--- src/rtl/wes_pkg.sv ---
// ---------------------------------------------------------------------------
// wes_pkg: shared types and constants of the windowed evidence scorer
// operation and decision codes, register indexes, q16 limits, input clamp
// ---------------------------------------------------------------------------
`timescale 1ns / 1ps
`default_nettype none

package wes_pkg;

   // q16 limits
   localparam logic [16:0] Q_ONE          = 17'd65536;
   localparam logic [16:0] Q_HIGH_QUALITY = 17'd52429;
   localparam int          MIN_WINDOW     = 8;

   // operation codes
   localparam logic [1:0] MODE_ADD   = 2'd0;
   localparam logic [1:0] MODE_EVAL  = 2'd1;
   localparam logic [1:0] MODE_CLEAR = 2'd2;

   // decision codes
   localparam logic [1:0] DEC_NONE    = 2'd0;
   localparam logic [1:0] DEC_MONITOR = 2'd1;
   localparam logic [1:0] DEC_REVIEW  = 2'd2;
   localparam logic [1:0] DEC_ENFORCE = 2'd3;

   // register indexes
   localparam logic [2:0] REG_MONITOR  = 3'd0;
   localparam logic [2:0] REG_REVIEW   = 3'd1;
   localparam logic [2:0] REG_ENFORCE  = 3'd2;
   localparam logic [2:0] REG_SUPPORT  = 3'd3;
   localparam logic [2:0] REG_WINDOW   = 3'd4;
   localparam logic [2:0] REG_OVERFLOW = 3'd5;

   typedef struct packed {
      logic        mark;
      logic [16:0] quality;
      logic [16:0] anomaly;
   } entry_type;

   // signed q16 input clamped to 0..1.0
   function automatic logic [16:0] clamp_q16(input logic signed [17:0] raw);
      logic [16:0] res;
      if (raw[17]) begin
         res = 17'd0;
      end else if (raw[16:0] > Q_ONE) begin
         res = Q_ONE;
      end else begin
         res = raw[16:0];
      end
      return res;
   endfunction

endpackage

`default_nettype wire

--- src/rtl/windowed_evidence_scorer_core.sv ---
// ---------------------------------------------------------------------------
// windowed_evidence_scorer_core: sliding window of evidence entries in one ram
// add, clear and no-op words: go from idle straight to the emit state
// evaluate: paced by the one-entry-per-cycle walk
//    of the entry ram, the registered multiply stage and the 17-step divider
// one word in work at a time; a new word is taken while a result waits
// reset: synchronous; empties window and restores registers, ram keeps contents
// ---------------------------------------------------------------------------
`timescale 1ns / 1ps
`default_nettype none

module windowed_evidence_scorer_core #(
   parameter int WINDOW_DEPTH = 64
) (
   input  wire logic               clock,
   input  wire logic               reset,
   input  wire logic               req_valid,
   output logic                    req_ready,
   input  wire logic [1:0]         req_mode,
   input  wire logic signed [17:0] req_anomaly,
   input  wire logic signed [17:0] req_quality,
   input  wire logic [7:0]         req_event_code,
   output logic                    rsp_valid,
   input  wire logic               rsp_ready,
   output logic [1:0]              rsp_decision,
   output logic [16:0]             rsp_confidence,
   output logic [6:0]              rsp_support_count,
   output logic                    rsp_integrity_flag,
   output logic [6:0]              rsp_entry_count,
   input  wire logic               csr_valid,
   output logic                    csr_ready,
   input  wire logic [2:0]         csr_index,
   input  wire logic [16:0]        csr_data
);

   localparam int IDX_W = $clog2(WINDOW_DEPTH);
   localparam int CNT_W = $clog2(WINDOW_DEPTH + 1);
   localparam int LIM_W = (CNT_W > 7) ? CNT_W : 7;
   localparam int WGT_W = 17 + CNT_W;
   localparam int SUM_W = 33 + CNT_W;

   typedef enum logic [2:0] {
      ST_IDLE,
      ST_WALK,
      ST_DIV,
      ST_GRADE,
      ST_EMIT
   } state_type;

   // effective window limit, 8..WINDOW_DEPTH
   function automatic logic [CNT_W-1:0] eff_limit(input logic [6:0] wl);
      logic [LIM_W-1:0] w;
      w = LIM_W'(wl);
      if (w < LIM_W'(wes_pkg::MIN_WINDOW)) begin
         w = LIM_W'(wes_pkg::MIN_WINDOW);
      end
      if (w > LIM_W'(WINDOW_DEPTH)) begin
         w = LIM_W'(WINDOW_DEPTH);
      end
      return CNT_W'(w);
   endfunction

   // ring pointer plus offset, offset never above depth
   function automatic logic [IDX_W-1:0] wrap_add(input logic [IDX_W-1:0] a,
                                                 input logic [CNT_W-1:0] b);
      logic [CNT_W:0] s;
      s = (CNT_W+1)'(a) + (CNT_W+1)'(b);
      if (s >= (CNT_W+1)'(WINDOW_DEPTH)) begin
         s = s - (CNT_W+1)'(WINDOW_DEPTH);
      end
      return IDX_W'(s);
   endfunction

   // configuration registers
   logic [16:0] mon_thr_ff;
   logic [16:0] rev_thr_ff;
   logic [16:0] enf_thr_ff;
   logic [6:0]  min_sup_ff;
   logic [6:0]  win_lim_ff;
   logic [7:0]  ovf_code_ff;

   // control
   state_type        state_ff;
   logic [IDX_W-1:0] oldest_ff;
   logic [CNT_W-1:0] held_ff;
   logic [CNT_W-1:0] issue_cnt_ff;
   logic [IDX_W-1:0] rd_addr_ff;
   logic             rd_vld_ff;
   logic             prod_vld_ff;
   logic [4:0]       div_cnt_ff;

   // result staging and output word
   logic [1:0]  res_decision_ff;
   logic [16:0] res_conf_ff;
   logic [6:0]  res_support_ff;
   logic        res_integ_ff;
   logic        rsp_valid_ff;
   logic [1:0]  rsp_decision_ff;
   logic [16:0] rsp_conf_ff;
   logic [6:0]  rsp_support_ff;
   logic        rsp_integ_ff;
   logic [6:0]  rsp_count_ff;

   // datapath
   wes_pkg::entry_type entry_mem [WINDOW_DEPTH];
   wes_pkg::entry_type mem_rdata_ff;
   logic [33:0]        prod_ff;
   logic [16:0]        qw_ff;
   logic [SUM_W-1:0]   wsum_ff;
   logic [WGT_W-1:0]   wgt_ff;
   logic [CNT_W-1:0]   support_ff;
   logic               integ_ff;
   logic [SUM_W-1:0]   rem_ff;
   logic [SUM_W-1:0]   dvs_ff;
   logic [16:0]        quo_ff;

   logic               req_fire;
   logic               csr_fire;
   logic [16:0]        mon_eff;
   logic [16:0]        rev_lo;
   logic [16:0]        rev_eff;
   logic [16:0]        enf_lo;
   logic [16:0]        enf_eff;
   logic [6:0]         sup_need;
   logic [CNT_W-1:0]   lim;
   logic [CNT_W-1:0]   add_keep;
   logic [IDX_W-1:0]   add_oldest;
   logic [IDX_W-1:0]   add_waddr;
   wes_pkg::entry_type add_word;
   logic               mem_we;
   logic [CNT_W-1:0]   cfg_lim;
   logic               cfg_trim;
   logic [IDX_W-1:0]   trim_oldest;
   logic               issue;
   logic               walk_done;
   logic               div_ge;
   logic [16:0]        grade_conf;
   logic [1:0]         grade_dec;
   logic               sup_ok;

   // register writes wait for an idle core and go ahead of a pending word
   assign csr_ready = (state_ff == ST_IDLE);
   assign req_ready = (state_ff == ST_IDLE) && !csr_valid;
   assign req_fire  = req_valid && req_ready;
   assign csr_fire  = csr_valid && csr_ready;

   assign rsp_valid          = rsp_valid_ff;
   assign rsp_decision       = rsp_decision_ff;
   assign rsp_confidence     = rsp_conf_ff;
   assign rsp_support_count  = rsp_support_ff;
   assign rsp_integrity_flag = rsp_integ_ff;
   assign rsp_entry_count    = rsp_count_ff;

   // thresholds made monotone
   always_comb begin
      mon_eff  = (mon_thr_ff > wes_pkg::Q_ONE) ? wes_pkg::Q_ONE : mon_thr_ff;
      rev_lo   = (rev_thr_ff < mon_eff) ? mon_eff : rev_thr_ff;
      rev_eff  = (rev_lo > wes_pkg::Q_ONE) ? wes_pkg::Q_ONE : rev_lo;
      enf_lo   = (enf_thr_ff < rev_eff) ? rev_eff : enf_thr_ff;
      enf_eff  = (enf_lo > wes_pkg::Q_ONE) ? wes_pkg::Q_ONE : enf_lo;
      sup_need = (min_sup_ff == 7'd0) ? 7'd1 : min_sup_ff;
   end

   // add: drop oldest when full, then append behind the newest
   always_comb begin
      lim              = eff_limit(win_lim_ff);
      add_keep         = (held_ff >= lim) ? (lim - CNT_W'(1)) : held_ff;
      add_oldest       = wrap_add(oldest_ff, held_ff - add_keep);
      add_waddr        = wrap_add(add_oldest, add_keep);
      add_word.anomaly = wes_pkg::clamp_q16(req_anomaly);
      add_word.quality = wes_pkg::clamp_q16(req_quality);
      add_word.mark    = (req_event_code == ovf_code_ff);
      mem_we           = req_fire && (req_mode == wes_pkg::MODE_ADD);
   end

   // lowering the window limit keeps only the newest entries
   always_comb begin
      cfg_lim     = eff_limit(csr_data[6:0]);
      cfg_trim    = csr_fire && (csr_index == wes_pkg::REG_WINDOW) && (held_ff > cfg_lim);
      trim_oldest = wrap_add(oldest_ff, held_ff - cfg_lim);
   end

   assign issue     = (state_ff == ST_WALK) && (issue_cnt_ff != held_ff);
   assign walk_done = (state_ff == ST_WALK) && (issue_cnt_ff == held_ff)
                      && !rd_vld_ff && !prod_vld_ff;
   assign div_ge    = (rem_ff >= dvs_ff);

   always_comb begin
      if (wgt_ff == WGT_W'(0)) begin
         grade_conf = 17'd0;
      end else if (quo_ff > wes_pkg::Q_ONE) begin
         grade_conf = wes_pkg::Q_ONE;
      end else begin
         grade_conf = quo_ff;
      end
      sup_ok = (LIM_W'(support_ff) >= LIM_W'(sup_need));
      if (grade_conf >= enf_eff && sup_ok) begin
         grade_dec = wes_pkg::DEC_ENFORCE;
      end else if (grade_conf >= rev_eff) begin
         grade_dec = wes_pkg::DEC_REVIEW;
      end else if (grade_conf >= mon_eff) begin
         grade_dec = wes_pkg::DEC_MONITOR;
      end else begin
         grade_dec = wes_pkg::DEC_NONE;
      end
   end

   // configuration registers
   always_ff @(posedge clock) begin
      if (reset) begin
         mon_thr_ff  <= 17'd0;
         rev_thr_ff  <= 17'd0;
         enf_thr_ff  <= wes_pkg::Q_ONE;
         min_sup_ff  <= 7'd1;
         win_lim_ff  <= 7'd64;
         ovf_code_ff <= 8'd0;
      end else if (csr_fire) begin
         unique case (csr_index)
            wes_pkg::REG_MONITOR:  mon_thr_ff  <= csr_data;
            wes_pkg::REG_REVIEW:   rev_thr_ff  <= csr_data;
            wes_pkg::REG_ENFORCE:  enf_thr_ff  <= csr_data;
            wes_pkg::REG_SUPPORT:  min_sup_ff  <= csr_data[6:0];
            wes_pkg::REG_WINDOW:   win_lim_ff  <= csr_data[6:0];
            wes_pkg::REG_OVERFLOW: ovf_code_ff <= csr_data[7:0];
            default: ;
         endcase
      end
   end

   // entry ram, one write and one registered read port
   always_ff @(posedge clock) begin
      if (mem_we) begin
         entry_mem[add_waddr] <= add_word;
      end
      mem_rdata_ff <= entry_mem[rd_addr_ff];
   end

   // sequencer
   always_ff @(posedge clock) begin
      if (reset) begin
         state_ff     <= ST_IDLE;
         oldest_ff    <= '0;
         held_ff      <= '0;
         issue_cnt_ff <= '0;
         rd_addr_ff   <= '0;
         rd_vld_ff    <= 1'b0;
         prod_vld_ff  <= 1'b0;
         div_cnt_ff   <= 5'd0;
         rsp_valid_ff <= 1'b0;
      end else begin
         if (rsp_valid_ff && rsp_ready && state_ff != ST_EMIT) begin
            rsp_valid_ff <= 1'b0;
         end
         rd_vld_ff   <= issue;
         prod_vld_ff <= rd_vld_ff;
         unique case (state_ff)
            ST_IDLE: begin
               if (req_fire) begin
                  res_decision_ff <= wes_pkg::DEC_NONE;
                  res_conf_ff     <= 17'd0;
                  res_support_ff  <= 7'd0;
                  res_integ_ff    <= 1'b0;
                  case (req_mode)
                     wes_pkg::MODE_ADD: begin
                        oldest_ff <= add_oldest;
                        held_ff   <= add_keep + CNT_W'(1);
                        state_ff  <= ST_EMIT;
                     end
                     wes_pkg::MODE_EVAL: begin
                        issue_cnt_ff <= '0;
                        rd_addr_ff   <= oldest_ff;
                        state_ff     <= (held_ff != CNT_W'(0)) ? ST_WALK : ST_EMIT;
                     end
                     wes_pkg::MODE_CLEAR: begin
                        oldest_ff <= '0;
                        held_ff   <= '0;
                        state_ff  <= ST_EMIT;
                     end
                     default: state_ff <= ST_EMIT;
                  endcase
               end else if (cfg_trim) begin
                  oldest_ff <= trim_oldest;
                  held_ff   <= cfg_lim;
               end
            end
            ST_WALK: begin
               if (issue) begin
                  issue_cnt_ff <= issue_cnt_ff + CNT_W'(1);
                  rd_addr_ff   <= (rd_addr_ff == IDX_W'(WINDOW_DEPTH - 1)) ?
                                  '0 : rd_addr_ff + IDX_W'(1);
               end
               if (walk_done) begin
                  div_cnt_ff <= 5'd16;
                  state_ff   <= ST_DIV;
               end
            end
            ST_DIV: begin
               div_cnt_ff <= div_cnt_ff - 5'd1;
               if (div_cnt_ff == 5'd0) begin
                  state_ff <= ST_GRADE;
               end
            end
            ST_GRADE: begin
               res_decision_ff <= grade_dec;
               res_conf_ff     <= grade_conf;
               res_support_ff  <= 7'(support_ff);
               res_integ_ff    <= integ_ff;
               state_ff        <= ST_EMIT;
            end
            ST_EMIT: begin
               if (!rsp_valid_ff || rsp_ready) begin
                  rsp_valid_ff    <= 1'b1;
                  rsp_decision_ff <= res_decision_ff;
                  rsp_conf_ff     <= res_conf_ff;
                  rsp_support_ff  <= res_support_ff;
                  rsp_integ_ff    <= res_integ_ff;
                  rsp_count_ff    <= 7'(held_ff);
                  state_ff        <= ST_IDLE;
               end
            end
            default: state_ff <= ST_IDLE;
         endcase
      end
   end

   // walk accumulation and restoring divider
   always_ff @(posedge clock) begin
      if (req_fire && req_mode == wes_pkg::MODE_EVAL) begin
         wsum_ff    <= '0;
         wgt_ff     <= '0;
         support_ff <= '0;
         integ_ff   <= 1'b0;
      end else begin
         if (rd_vld_ff) begin
            prod_ff <= 34'(mem_rdata_ff.anomaly) * 34'(mem_rdata_ff.quality);
            qw_ff   <= mem_rdata_ff.quality;
            if (mem_rdata_ff.quality >= wes_pkg::Q_HIGH_QUALITY
                && mem_rdata_ff.anomaly >= rev_eff) begin
               support_ff <= support_ff + CNT_W'(1);
            end
            integ_ff <= integ_ff | mem_rdata_ff.mark;
         end
         if (prod_vld_ff) begin
            wsum_ff <= wsum_ff + SUM_W'(prod_ff);
            wgt_ff  <= wgt_ff + WGT_W'(qw_ff);
         end
      end
      if (walk_done) begin
         rem_ff <= wsum_ff;
         dvs_ff <= {wgt_ff, 16'd0};
         quo_ff <= 17'd0;
      end else if (state_ff == ST_DIV) begin
         if (div_ge) begin
            rem_ff <= rem_ff - dvs_ff;
         end
         quo_ff <= {quo_ff[15:0], div_ge};
         dvs_ff <= dvs_ff >> 1;
      end
   end

endmodule

`default_nettype wire

--- config.mk ---
export PLATFORM = sky130hd
export DESIGN_NAME = windowed_evidence_scorer_core
export DESIGN_NICKNAME = d
export VERILOG_FILES = /design/src/rtl/wes_pkg.sv /design/src/rtl/windowed_evidence_scorer_core.sv
export SDC_FILE = /design/constraint.sdc
export NUM_CORES = 2
export LEC_CHECK = 0
export ABC_AREA = 1
export ABC_CLOCK_PERIOD_IN_PS = 18110
export BUFFER_PORTS_ARGS = -buffer_cell sky130_fd_sc_hd__clkbuf_2
export CORE_UTILIZATION = 61
export DETAILED_ROUTE_END_ITERATION = 8
export PLACE_DENSITY = 0.77
export SLEW_MARGIN = 30
export SYNTH_ARGS = -nofsm -noshare
export SYNTH_HDL_FRONTEND = slang
export SYNTH_SLANG_ARGS = --single-unit
--- constraint.sdc ---
create_clock -name clock -period 18.11 [get_ports clock]
set_input_delay 3.622 -clock clock [delete_from_list [all_inputs] [get_ports clock]]
set_output_delay 3.622 -clock clock [all_outputs]
set_load 0.05 [all_outputs]
==> metrics.md <==
| Metric | Value |
|---|---|
| HPWL Detailed | `210000 um` |
| Max Root-Sink Buffers | `4` |
| Arr. time, crit path | `9.34 ns` |
| Critical Path RT | `18.81 ns` |
| Critical Path Sink Type | `flip-flop` |
| Final period util | `between 40% and 50%` |
| Area leader, netlist | `edfxtp_1` |
| CP dominant cell by count | `nand2_1` |
| Die W | `449 um` |
| Number of buffers created by CTS | `about 290` |
| Area grow syn2layout | `10.9%` |
| Clock skew | `0.0940 ns` |
| Die H | `449 um` |
| Post-synth top cells | `edfxtp_1, nor2_1, o21ai_0` |
| Dpl ws | `9.55 ns` |
| Worst Tran Pin Value | `1.12 ns` |
| CTS-repair resized insts | `0` |
| Die area | `201000 um^2` |
| Outcome | `complete, no violations` |
| Synth Area per Inst | `approximately 11 um^2` |
| Vias per Instance | `6.42` |
| RSZ-0062 raised after global routing | `false` |
| Post-DP Area | `between 100000 and 150000 um^2` |
| Port bufs | `107` |
| Yosys top cell area share | `59.6%` |
| Hold Fails Final Rpt | `0` |
| Worst Path Max Fanout | `19` |
| HP Class | `reg2reg` |
| Initial DRT Pass Iterations | `9` |
| Post-CTS setup buffers | `0` |
| Cells after synthesis | `around 11k` |
| Post-Syn Area | `~120000 um^2` |
| Startpoint Class | `flip-flop` |
| Top FF cell, synth | `edfxtp_1` |
| Routed via count | `86.7k` |
| Largest net degree at the start of global routing | `220` |
| Post-synth ARST share | `0%` |
| Fmax | `0.116 GHz` |
| Most common cell in the synthesized netlist | `edfxtp_1` |
| Root Buffer | `clkbuf_16` |
| Critical Path Max Stage Delay | `between 0.5 and 0.6 ns` |
| Worst-path clk slew | `about 0.060 ns` |
| Post-Syn Nets | `11.4k` |
| Vias in the first global route | `84.9k` |
| Core Region | `198000 um^2` |
| Seq cells post-synth | `2666` |
| Final WL | `between 300000 and 400000 um` |
| Layout cell share with drive strength beyond 1 | `under 10%` |
| First-iteration detailed-routing DRC count | `11.0k` |
| GPL Wtd Cong | `0.923` |
| Ranking of synthesized cells by area | `edfxtp_1, o21ai_0, nor2_1` |
| Grt total ovfl | `0` |
| MaxCap Viol Count | `0` |
| Total track usage | `between 30 and 40%` |
| Minimum clock period | `8.64 ns` |
| CTS tree | `done` |
| Slew Viols, Final | `0` |
| Register area share after synthesis | `63.7%` |
| # H-tree levels | `5` |
| Initial Utilization | `roughly 62%` |
| Clk sinks | `2666` |
| YS warnings | `0` |
| Synth unique cells | `62` |
| Initial antenna violation count | `11` |
| DRC Markers | `0` |
| Finished Cell Area | `135000 um^2` |
| Clk_lat worst skew | `0.94 ns` |
| Final nets | `11.3k` |
| Number of cell rows | `163` |
| # IOs | `between 100 and 150` |
| Fin util | `68.2%` |
| Critical setup path kind | `reg2reg` |
| CP max-delay cell | `o21ai_0` |
| First-pass GRT wire length | `519000 um` |
| Post-synth EDFFs | `~2.4k` |
| Relative slew slack | `between 20% and 30%` |
| Setup violators final | `0` |
| TNS Setup | `0 ns` |
| Hold_buf cts | `0` |
| Final worst setup slack | `9.47 ns` |
| DR WL/cell | `25.8 um` |
| Number of antenna-violating nets in the routed design | `0` |
==> cells in the final DEF, fill, tap and decap left out, drive strengths merged, types with 7 or more instances in the layout <==
| cell | n |
|---|---|
| inv | 870 |
| dfxtp | 250 |
| o21bai | 9 |
| o211ai | 121 |
| o22ai | 353 |
| a21oi | 334 |
| xnor2 | 75 |
| clkbuf | 475 |
| a31oi | 43 |
| o21ai | 1532 |
| nor4 | 26 |
| buf | 212 |
| fa | 232 |
| o31ai | 12 |
| xor2 | 73 |
| or2 | 12 |
| o21a | 21 |
| a21boi | 10 |
| edfxtp | 2416 |
| clkinv | 87 |
| o32ai | 9 |
| a221oi | 12 |
| a211oi | 18 |
| o221ai | 257 |
| bufinv | 15 |
| ha | 346 |
| nand2 | 989 |
| nand3 | 204 |
| nor2 | 1675 |
| nor3b | 7 |
| nor3 | 60 |
| nand4 | 32 |
| a22oi | 23 |
==> flip-flops by register name (all words and copies together) (netlist names), 24 cells and up <==
register      cells
mem_rdata_ff     35
wgt_ff           24
dvs_ff           40
rem_ff           40
entry_mem      2240
wsum_ff          40
prod_ff          34
==> worst max-delay path: cells and delay by family (launching register included) <==
family                   cells  cell delay [ns]
AO/OA/AOI/OAI               14             3.30
adder cells (fa/ha/maj)      3             0.93
buffers and inverters        7             1.12
flip-flops                   1             0.31
AND/OR/NAND/NOR             23             2.78
==> per-layer routing <==
metal	GRT usage (%)	vias to the layer above	share of wire, %
li1	-	38100	-
met1	44.0	41800	36
met4	19.9	12	6.4
met2	54.3	5659	47
met5	0	-	0.023
met3	6.81	1110	11
==> final cells by class <==
type                            count  area, um^2
Timing Repair Buffer              319        2780
Multi-Input combinational cell   6534       39300
Antenna cell                        2        5.00
Fill cell                       13700       62900
Inverter                          868        3290
Tap cell                         2640        3300
Sequential cell                  2666       77600
Clock inverter                    110         918
Clock buffer                      368        7710
==> final timing paths <==
path | startpoint | to | slack (ns) | cells past startpoint
setup / recovery | mon_thr_ff[12]$_SDFFE_PP0P_ | res_decision_ff[0]$_SDFFCE_PN0P_ | 9.47 | 47
hold / removal | res_conf_ff[8]$_SDFFCE_PN0P_ | rsp_confidence[8]$_DFFE_PP_ | 0.42 | 0
setup reg to reg | mon_thr_ff[12]$_SDFFE_PP0P_ | res_decision_ff[0]$_SDFFCE_PN0P_ | 9.47 | 47
hold reg to reg | res_conf_ff[8]$_SDFFCE_PN0P_ | rsp_confidence[8]$_DFFE_PP_ | 0.42 | 0
==> stage by stage <==
step | hold WS, ns | instances
2_1_floorplan | 0.400 | 10700
3_3_place_gp | 0.405 | 13000
3_5_place_dp | 0.405 | 13000
4_1_cts | 0.418 | 13500
5_1_grt | 0.422 | 13500
6_report | 0.417 | 13500
==> cells by family (layout without fill, tap and decap cells) <==
kind of cell	after synthesis	count (layout)	synth area share, %
and+or+nand+nor	3012	3012	9.80
xor gates and xnor gates	148	148	1.07
buffers and inverters	1508	1665	4.68
DFF	2666	2666	63.7
adders and majority gates	578	578	7.37
other	0	2	0
AOI/OAI and AO/OA	2796	2796	13.3
Power is left out: the tool's default activity adds up to more than one toggle a clock period on the data nets, which glitch-free logic cannot reach.
